## src/sv/wdpr_pkg.sv

```systemverilog
// ----------------------------------------------------------------------------
// Watchdog prescale/reload fit package
// Shared widths, limits, the candidate record and the fit and select
// functions that the pipeline uses.
// ----------------------------------------------------------------------------
`default_nettype none

package wdpr_pkg;

    localparam int TIMEOUT_W   = 20;
    localparam int CODE_W      = 3;
    localparam int RELOAD_W    = 12;
    localparam int CODE_COUNT  = 7;
    localparam int TICK_LIMIT  = 4096;
    localparam int TICK_W      = TIMEOUT_W + 3;
    localparam int GOT_W       = TICK_W + CODE_COUNT - 1;

    localparam logic [CODE_W-1:0]   CODE_MAX   = CODE_W'(CODE_COUNT - 1);
    localparam logic [RELOAD_W-1:0] RELOAD_MAX = {RELOAD_W{1'b1}};

    typedef struct packed {
        logic                 ok;
        logic [TIMEOUT_W-1:0] err;
        logic [CODE_W-1:0]    code;
        logic [RELOAD_W-1:0]  reload;
    } cand_t;

    function automatic cand_t fit_code(input logic [TIMEOUT_W-1:0] t,
                                       input logic [CODE_W-1:0] code);
        logic [TICK_W-1:0] ticks;
        logic [TICK_W-1:0] reload_full;
        logic [GOT_W-1:0]  got;
        logic [GOT_W-1:0]  tw;
        logic [GOT_W-1:0]  err;
        cand_t             r;
        ticks = {t, 3'b000} >> code;
        if (ticks == '0)
        begin
            ticks = TICK_W'(1);
        end
        got = ({{(GOT_W - TICK_W){1'b0}}, ticks} << code) >> 3;
        tw  = {{(GOT_W - TIMEOUT_W){1'b0}}, t};
        err = (got > tw) ? (got - tw) : (tw - got);
        reload_full = ticks - TICK_W'(1);
        r.ok     = (ticks <= TICK_W'(TICK_LIMIT));
        r.err    = err[TIMEOUT_W-1:0];
        r.code   = code;
        r.reload = reload_full[RELOAD_W-1:0];
        return r;
    endfunction

    // The lower code sits in a; an ok b replaces it if a is not ok or on a strictly smaller error.
    function automatic cand_t pick(input cand_t a, input cand_t b);
        cand_t r;
        r = a;
        if (b.ok && (!a.ok || (b.err < a.err)))
        begin
            r = b;
        end
        return r;
    endfunction

endpackage

`default_nettype wire

```

## src/sv/watchdog_prescale_reload_fit.sv

```systemverilog
// ----------------------------------------------------------------------------
// Watchdog prescale/reload fit
// Picks the prescaler code and reload count whose watchdog timeout on a
// 32 kHz tick comes closest to a requested timeout in milliseconds.
// ----------------------------------------------------------------------------
//
//  Channel  Handshake            Payload
//  -------  -------------------  ------------------------------
//  in       in_valid / in_stall  target_ms
//  out      out_valid/out_stall  prescaler_code, reload_value
//
//  A transaction can enter every cycle while the output is not stalled, and
//  its result passes through one input stage, one stage that fits all seven
//  codes, and three stages of a select tree. Reset clears the valid bits of
//  every stage. A stall on the output holds the whole pipeline, and in_stall
//  follows it while the output register is full.
//
`default_nettype none

module watchdog_prescale_reload_fit
(
    input  wire logic                          clk,
    input  wire logic                          rst_n,
    input  wire logic                          in_valid,
    output logic                               in_stall,
    input  wire logic [wdpr_pkg::TIMEOUT_W-1:0] target_ms,
    output logic                               out_valid,
    input  wire logic                          out_stall,
    output logic [wdpr_pkg::CODE_W-1:0]        prescaler_code,
    output logic [wdpr_pkg::RELOAD_W-1:0]      reload_value
);

    import wdpr_pkg::*;

    logic                 advance;
    logic                 a_valid_reg;
    logic                 b_valid_reg;
    logic                 c_valid_reg;
    logic                 d_valid_reg;
    logic                 e_valid_reg;
    logic [TIMEOUT_W-1:0] t_reg;
    cand_t                cand_reg [CODE_COUNT];
    cand_t                cand_next [CODE_COUNT];
    cand_t                w1_reg [4];
    cand_t                w1_next [4];
    cand_t                w2_reg [2];
    cand_t                w2_next [2];
    cand_t                best_next;
    logic [CODE_W-1:0]    code_reg;
    logic [CODE_W-1:0]    code_next;
    logic [RELOAD_W-1:0]  reload_reg;
    logic [RELOAD_W-1:0]  reload_next;

    assign advance        = !e_valid_reg || !out_stall;
    assign in_stall       = !advance;
    assign out_valid      = e_valid_reg;
    assign prescaler_code = code_reg;
    assign reload_value   = reload_reg;

    always_comb
    begin
        for (int i = 0; i < CODE_COUNT; i++)
        begin
            cand_next[i] = fit_code(t_reg, CODE_W'(i));
        end
        w1_next[0] = pick(cand_reg[0], cand_reg[1]);
        w1_next[1] = pick(cand_reg[2], cand_reg[3]);
        w1_next[2] = pick(cand_reg[4], cand_reg[5]);
        w1_next[3] = cand_reg[6];
        w2_next[0] = pick(w1_reg[0], w1_reg[1]);
        w2_next[1] = pick(w1_reg[2], w1_reg[3]);
        best_next  = pick(w2_reg[0], w2_reg[1]);
        if (best_next.ok)
        begin
            code_next   = best_next.code;
            reload_next = best_next.reload;
        end
        else
        begin
            code_next   = CODE_MAX;
            reload_next = RELOAD_MAX;
        end
    end

    always_ff @(posedge clk or negedge rst_n)
    begin
        if (!rst_n)
        begin
            a_valid_reg <= 1'b0;
            b_valid_reg <= 1'b0;
            c_valid_reg <= 1'b0;
            d_valid_reg <= 1'b0;
            e_valid_reg <= 1'b0;
        end
        else if (advance)
        begin
            a_valid_reg <= in_valid;
            b_valid_reg <= a_valid_reg;
            c_valid_reg <= b_valid_reg;
            d_valid_reg <= c_valid_reg;
            e_valid_reg <= d_valid_reg;
        end
    end

    always_ff @(posedge clk)
    begin
        if (advance)
        begin
            t_reg      <= target_ms;
            cand_reg   <= cand_next;
            w1_reg     <= w1_next;
            w2_reg     <= w2_next;
            code_reg   <= code_next;
            reload_reg <= reload_next;
        end
    end

endmodule

`default_nettype wire

```

## config.mk

```make
export PLATFORM = sky130hd
export DESIGN_NAME = watchdog_prescale_reload_fit
export DESIGN_NICKNAME = d
export VERILOG_FILES = /design/src/sv/wdpr_pkg.sv /design/src/sv/watchdog_prescale_reload_fit.sv
export SDC_FILE = /design/constraint.sdc
export NUM_CORES = 1
export LEC_CHECK = 0
export BUFFER_PORTS_ARGS = -buffer_cell sky130_fd_sc_hd__buf_2
export CORE_ASPECT_RATIO = 0.6
export CORE_MARGIN = 4
export CORE_UTILIZATION = 40
export CTS_BUF_LIST = sky130_fd_sc_hd__clkbuf_16
export CTS_CLUSTER_SIZE = 16
export DETAILED_ROUTE_END_ITERATION = 10
export GPL_TIMING_DRIVEN = 0
export PLACE_DENSITY_LB_ADDON = 0.25
export SLEW_MARGIN = 20
export SYNTH_ARGS = -nofsm -noshare
export SYNTH_HDL_FRONTEND = slang
export SYNTH_SLANG_ARGS = --single-unit
```

## constraint.sdc

```tcl
create_clock -name clk -period 58.7 [get_ports clk]
set_clock_uncertainty 0.1 [all_clocks]
set_input_delay 17.61 -clock clk [delete_from_list [all_inputs] [get_ports clk]]
set_output_delay 17.61 -clock clk [all_outputs]
set_load 0.02 [all_outputs]
```

# == After elaboration in Yosys (flattened, before gate mapping) ==
# Cells that the tools add are included.
# word_totals
ff_bits,484
output_inout_bits,17
# classes
addsub,21
n_lt_le_gt_ge,20
n_mux,20
reduce_logical,29
# ops
cell,n
20-bit subtractor,14
36-bit 2-to-1 mux,6
23-bit zero test,7
20-bit 2-to-1 mux,8
20-bit > comparator,7
20-bit less-than comparator,6
"12-bit by 1-bit subtractor with 12-bit output, second input constant",7
"23-bit by 13-bit <= comparator with 1-bit output, second input constant",1
23-bit 2-to-1 mux,1
"22-bit by 13-bit <= comparator with 1-bit output, second input constant",1
22-bit 2-to-1 mux,1
"21-bit by 13-bit <= comparator with 1-bit output, second input constant",1
21-bit 2-to-1 mux,1
"20-bit by 13-bit <= comparator with 1-bit output, second input constant",1
"19-bit by 13-bit <= comparator with 1-bit output, second input constant",1
19-bit 2-to-1 mux,1
"18-bit by 13-bit <= comparator with 1-bit output, second input constant",1
18-bit 2-to-1 mux,1
"17-bit by 13-bit <= comparator with 1-bit output, second input constant",1
17-bit 2-to-1 mux,1
1-bit zero test,9
1-bit logical OR,7
1-bit logical AND,6

# == Longest topological paths before layout ==
# Gate-level depths: netlist of run 1.
# logic_depth
word_depth,4
ltp_mapped,13
depth_no_buf,10

# == Least setup slack after synthesis of run 1 ==
# Ideal clock, no wire load.
# synth_timing
path_kind,input -> output
startpoint,input out_stall
endpoint,output in_stall
t_arrival_ns,27.853
required_ns,40.990
slack_ns,13.137
path_stages,2
n_path_buf,0
cell_sequence,nand2_1 > inv_1
# synth_between
elab_chain_len,3
# synth_lines
item,line,text
"start, declared",watchdog_prescale_reload_fit.sv:28,"input wire logic out_stall,"
1-bit zero test,watchdog_prescale_reload_fit.sv:54,assign advance = !e_valid_reg || !out_stall;
1-bit logical OR,watchdog_prescale_reload_fit.sv:54,
1-bit zero test,watchdog_prescale_reload_fit.sv:55,assign in_stall = !advance;
"end, declared",watchdog_prescale_reload_fit.sv:25,"output logic in_stall,"
# Every way passes these cells.

# == Worst setup path in the final report of run 1 ==
# Same ends and word-level chain as after synthesis.

==> results.json, run 1 <==
{
  "fp.dieH_um": 175,
  "grt.met3_usage": 0.0387,
  "netlist.top_cell.by_area": "edfxtp_1",
  "yosys-top-cells-area": "edfxtp_1 66%, ha_1 7.3%, mux2_2 7.1%",
  "wl_per_cell_um": 18.8,
  "cts_buffers": 39,
  "synth.distinct_cells": 55,
  "grt_first_pass_wirelength_um": 59900,
  "drc": 0,
  "synthTopCellsByCount": "407 x edfxtp_1, 117 x mux2_2, 116 x inv_1",
  "track_usage": 0.156,
  "hold_buffers": 0,
  "drive_gt1_frac": 0.204,
  "gp_congestion": 0.866,
  "multi_input_area_mm2": 0.00571,
  "synth_most_common_cell": "edfxtp_1",
  "cts-root-buf": "clkbuf_16",
  "yosysTopAreaCellShare": 0.656,
  "p_leak_nw": 8.35,
  "synthArstFlopShare": 0.0121,
  "peakVddDrop_mv": 0.0223,
  "post_cts_buffers": 0,
  "layout_min_cycle_time_ns": 36.57,
  "maxCapViolations": 0,
  "antenna_found_initial": 1,
  "ys_seq_area_frac": 0.663,
  "fin_nets": 1517,
  "ant_nets": 0,
  "start_kind": "primary input",
  "core_area_mm2": 0.0454,
  "end_kind": "output port",
  "ioPinCount": 41,
  "clk_latency_ns": 0.54,
  "finalSetupTns_ns": 0,
  "max_freq_mhz": 27.3,
  "rsz0062_at_grt": "no",
  "period_share": 0.623,
  "slew_headroom": 0.288,
  "clock-sinks": 412,
  "diodes": 0,
  "cts.clk_slew.worst_paths_ns": 0.06,
  "die_area_mm2": 0.0502,
  "synth_edf_count": 407,
  "place_area_mm2": 0.0199,
  "port_buffers": 40,
  "drt-initial-drc-count": 977,
  "setup_viol": 0,
  "dp_slack_ns": 22.13,
  "vias": 10100,
  "p_total_mw": 1.07,
  "finalHoldViolCount": 0,
  "synth_cells": 1266,
  "crit_type": "primary input to output port",
  "final_area_mm2": 0.0212,
  "top_usage_layer": "met1",
  "hold_class": "register to register",
  "cts_resized": 0,
  "drv_slew": 0,
  "slowest_delay_ns": 0.31,
  "grt_start_max_net_pins": 58,
  "start_util": 0.410,
  "crit_path_top_delay_cell": "buf_16",
  "worstPathArrival_ns": 18.86,
  "required_ns": 40.99,
  "cellPowerDensity_mw_per_mm2": 50.4,
  "synth_ff_type": "edfxtp_1",
  "grt_pass1_vias": 10100,
  "use_met1": 0.262,
  "ys_ff_latch": 412,
  "h-tree-depth": 2,
  "grt_use_met2": 0.200,
  "wirelength_um": 38200,
  "overflow": 0,
  "fin_hold_ws_ns": 0.308,
  "clk_path_buf_depth": 3,
  "setup_ws_ns": 22.13,
  "tightest_slew_ns": 1.06,
  "row_count": 60,
  "largest_reg_flops": 168,
  "cp_top_family": "buffers and inverters",
  "crit_chain": "buf_2 -> nand2_4 -> buf_16 -> buf_16 -> inv_1 -> buf_2",
  "crit_fanout": 54,
  "fill_cells": 3965,
  "die_w_um": 287,
  "hpwl_um": 27400,
  "cts_tree": "built",
  "outcome": "finished, final reports clean",
  "critical_path_buf_inv_count": 5,
  "ys.warnings.count": 0,
  "synth_area_per_cell_um2": 14.7,
  "synth_area_mm2": 0.0186,
  "firstDrtPassIters": 5,
  "syn2layout_area_growth_pct": 14.0,
  "regArea_mm2": 0.0123,
  "routed_via_density": 4.95
}
[worst paths after layout]
check	startpoint	end	slack, ns	cells past startpoint
worst min-delay path	cand_reg[22]	w1_reg[22]	0.31	0
max in group asynchronous	rst_n	b_valid_reg	41.58	1
worst max-delay path	out_stall	in_stall	22.13	6
worst max register to register	t_reg[3]	cand_reg[134]	54.69	10
min in group asynchronous	rst_n	a_valid_reg	16.79	1
worst min register to register	cand_reg[22]	w1_reg[22]	0.31	0
[logic make-up (layout without fill, tap and decap cells)]
family / count (synthesis) / in the layout / share of synthesized area
other: 2 / 31 / 0.000403
and+or+nand+nor: 247 / 247 / 0.0646
adders and majority gates: 109 / 109 / 0.0732
xor gates and xnor gates: 40 / 40 / 0.0188
DFF: 412 / 412 / 0.663
muxes: 158 / 158 / 0.100
AOI/OAI and AO/OA: 129 / 129 / 0.0428
buffers and inverters: 169 / 286 / 0.0375
[per-stage QoR]
step,std cells,util
2_1_floorplan,1295,-
5_1_grt,2032,0.468
6_report,2032,0.468
3_3_place_gp,1955,0.434
3_5_place_dp,1963,0.439
4_1_cts,2032,0.468
[worst register-to-register path: cells and delay by family (launching register included)]
family	cells	cell delay (ns)
AO/OA/AOI/OAI	1	0.21
adder cells (fa/ha/maj)	1	0.40
flip-flops	1	0.37
AND/OR/NAND/NOR	5	2.03
buffers and inverters	3	0.71
[cell type report]
class | instances | share of cell area
buffer | 53 | 0.0124
clock buffer | 41 | 0.0483
clock inverter | 28 | 0.0131
inverter | 116 | 0.0205
multi-input combinational | 714 | 0.269
sequential | 412 | 0.581
tap | 620 | 0.0365
timing repair buffer | 48 | 0.0191
[power breakdown]
group          switching [mW]  internal [mW]
combinational           0.175          0.132
clock                   0.108          0.153
sequential             0.0411          0.460
[routing by layer]
layer / wire, um / vias to the layer above
met4: 469 / 0
li1: - / 4859
met5: 0 / -
met3: 2770 / 34
met2: 14100 / 239
met1: 20900 / 4927
[placed cells by master (no fill, tap or decap), types with 14 or more instances in the layout]
| cell type | count |
|---|---|
| xor2_1 | 15 |
| mux2_2 | 117 |
| mux2_4 | 28 |
| edfxtp_1 | 407 |
| inv_1 | 124 |
| buf_2 | 62 |
| clkbuf_16 | 41 |
| o21ai_0 | 35 |
| clkbuf_1 | 20 |
| a21oi_1 | 46 |
| nand2_1 | 56 |
| nand3_1 | 14 |
| xnor2_1 | 25 |
| conb_1 | 31 |
| nor2_1 | 92 |
| ha_1 | 109 |
No activity file was read; power rests on OpenSTA's default activity.
==> run 2, diff against run 1 <==
- ABC_AREA: unset -> 1
- clock period: 58.7 -> 36.9 ns (I/O delays scaled with it)
==> results.json, run 2 <==
{
  "synth_most_common_cell": "nand2_1",
  "max_freq_mhz": 42.9,
  "antenna_found_initial": 0,
  "cts_resized": 0,
  "track_usage": 0.162,
  "end_kind": "output port",
  "grt_start_max_net_pins": 60,
  "start_util": 0.409,
  "ys_ff_latch": 412,
  "path_common_cell": "buf_2",
  "synth_area_per_cell_um2": 10.9,
  "grt_first_pass_wirelength_um": 65700,
  "crit_path_top_delay_cell": "nand2_4",
  "gp_congestion": 0.880,
  "setup_viol": 0,
  "port_buffers": 40,
  "overflow": 0,
  "p_leak_nw": 9.91,
  "wirelength_um": 41200,
  "ys.warnings.count": 0,
  "finalHoldViolCount": 0,
  "drv_slew": 0,
  "multi_input_area_mm2": 0.00575,
  "setup_ws_ns": 13.59,
  "ys_seq_area_frac": 0.644,
  "critical_path_buf_inv_count": 3,
  "maxCapViolations": 0,
  "clk_latency_ns": 0.55,
  "cts.clk_slew.worst_paths_ns": 0.06,
  "cts_buffers": 40,
  "fin_nets": 2006,
  "cellPowerDensity_mw_per_mm2": 79.5,
  "fp.dieH_um": 178,
  "clock-sinks": 412,
  "diodes": 0,
  "routed_via_density": 4.84,
  "hold_class": "register to register",
  "finalSetupTns_ns": 0,
  "hold_buffers": 0,
  "synthArstFlopShare": 0.0121,
  "drc": 0,
  "synthTopCellsByCount": "510 x nand2_1, 407 x edfxtp_1, 233 x inv_1",
  "period_share": 0.632,
  "synth_edf_count": 407,
  "synth.distinct_cells": 41,
  "crit_type": "primary input to output port",
  "vias": 12200,
  "cts-root-buf": "clkbuf_16",
  "slew_headroom": 0.490,
  "core_area_mm2": 0.0469,
  "cp_top_family": "simple AND/OR/NAND/NOR gates",
  "h-tree-depth": 2,
  "ant_nets": 0,
  "outcome": "finished, final reports clean",
  "worstPathArrival_ns": 12.14,
  "ioPinCount": 41,
  "crit_chain": "buf_2 -> nand2_4 -> inv_1 -> buf_2",
  "layout_min_cycle_time_ns": 23.31,
  "required_ns": 25.73,
  "synth_ff_type": "edfxtp_1",
  "clk_path_buf_depth": 3,
  "yosysTopAreaCellShare": 0.637,
  "final_common_cell": "nand2_1",
  "die_w_um": 291,
  "dp_slack_ns": 13.55,
  "drt-initial-drc-count": 961,
  "fill_cells": 4261,
  "hpwl_um": 30400,
  "cts_tree": "built",
  "synth_area_mm2": 0.0192,
  "rsz0062_at_grt": "no",
  "netlist.top_cell.by_area": "edfxtp_1",
  "post_cts_buffers": 0,
  "grt_pass1_vias": 11900,
  "tightest_slew_ns": 0.765,
  "final_cell_mix": "509 x nand2_1, 407 x edfxtp_1, 238 x inv_1, 188 x nand3_1, 109 x ha_1",
  "largest_reg_flops": 168,
  "crit_fanout": 59,
  "firstDrtPassIters": 5,
  "slowest_delay_ns": 0.54,
  "drive_gt1_frac": 0.0906,
  "peakVddDrop_mv": 0.0395,
  "start_kind": "primary input",
  "regArea_mm2": 0.0123,
  "row_count": 61,
  "yosys-top-cells-area": "edfxtp_1 64%, nand2_1 10%, ha_1 7.1%",
  "die_area_mm2": 0.0516,
  "syn2layout_area_growth_pct": 13.4,
  "wl_per_cell_um": 16.3,
  "synth_cells": 1755
}
run 2: cell type report:
type                       instances  area share
clock buffer                      41      0.0472
inverter                         243      0.0420
tap                              630      0.0363
sequential                       412       0.568
buffer                            56      0.0131
timing repair buffer              47      0.0181
clock inverter                    26      0.0110
multi-input combinational       1073       0.265
run 2: worst register-to-register path, delay by kind of cell, from the launching register on:
kind                       cells  cell delay [ns]
and+or+nand+nor                6             1.27
DFF                            1             0.58
AOI/OAI and AO/OA              1             0.28
buffers and inverters          2             0.47
adders and majority gates      2             0.65
run 2: cell families after synthesis:
kind of cell,count (synthesis),share of synthesized area
buf+inv,299,0.0624
flops,412,0.644
xor+xnor,34,0.0155
other cells,2,0.000392
compound gates,70,0.0202
fa+ha+maj,109,0.0711
simple gates,829,0.187
run 2: worst paths after layout:
kind                                   from       endpoint  slack [ns]  cells past startpoint
worst max-delay path              out_stall       in_stall       13.59                      4
worst min-delay path            cand_reg[2]      w1_reg[2]        0.32                      0
worst max register to register     t_reg[0]  cand_reg[143]       33.35                     11
worst min register to register  cand_reg[2]      w1_reg[2]        0.32                      0
max in group asynchronous             rst_n    b_valid_reg       26.34                      1
min in group asynchronous             rst_n      out_valid       10.23                      1
run 2: metrics by stage:
stage / util / cells / instance area, um^2 / total power, mW / hold WS, ns
6_report: 0.464 / 2528 / 21700 / 1.73 / 0.316
4_1_cts: 0.464 / 2528 / 21700 / 1.74 / 0.313
3_5_place_dp: 0.437 / 2461 / 20500 / 1.33 / 0.305
5_1_grt: 0.464 / 2528 / 21700 / 1.85 / 0.325
3_3_place_gp: 0.433 / 2454 / 20300 / 1.38 / 0.301
2_1_floorplan: - / 1784 / 19300 / 1.19 / 0.300
run 2: routing by layer:
| layer | global-route usage | part of all wire |
|---|---|---|
| met1 | 0.252 | 0.52 |
| met2 | 0.235 | 0.41 |
| met3 | 0.0296 | 0.058 |
| met4 | 0.0322 | 0.017 |
| met5 | 0 | 0 |
run 2: where the power goes:
| part | total (mW) | switching [mW] | internal (mW) | leakage [nW] |
|---|---|---|---|---|
| clock network | 0.406 | 0.176 | 0.230 | 0.640 |
| logic | 0.503 | 0.341 | 0.162 | 4.99 |
| registers | 0.821 | 0.0752 | 0.746 | 4.27 |
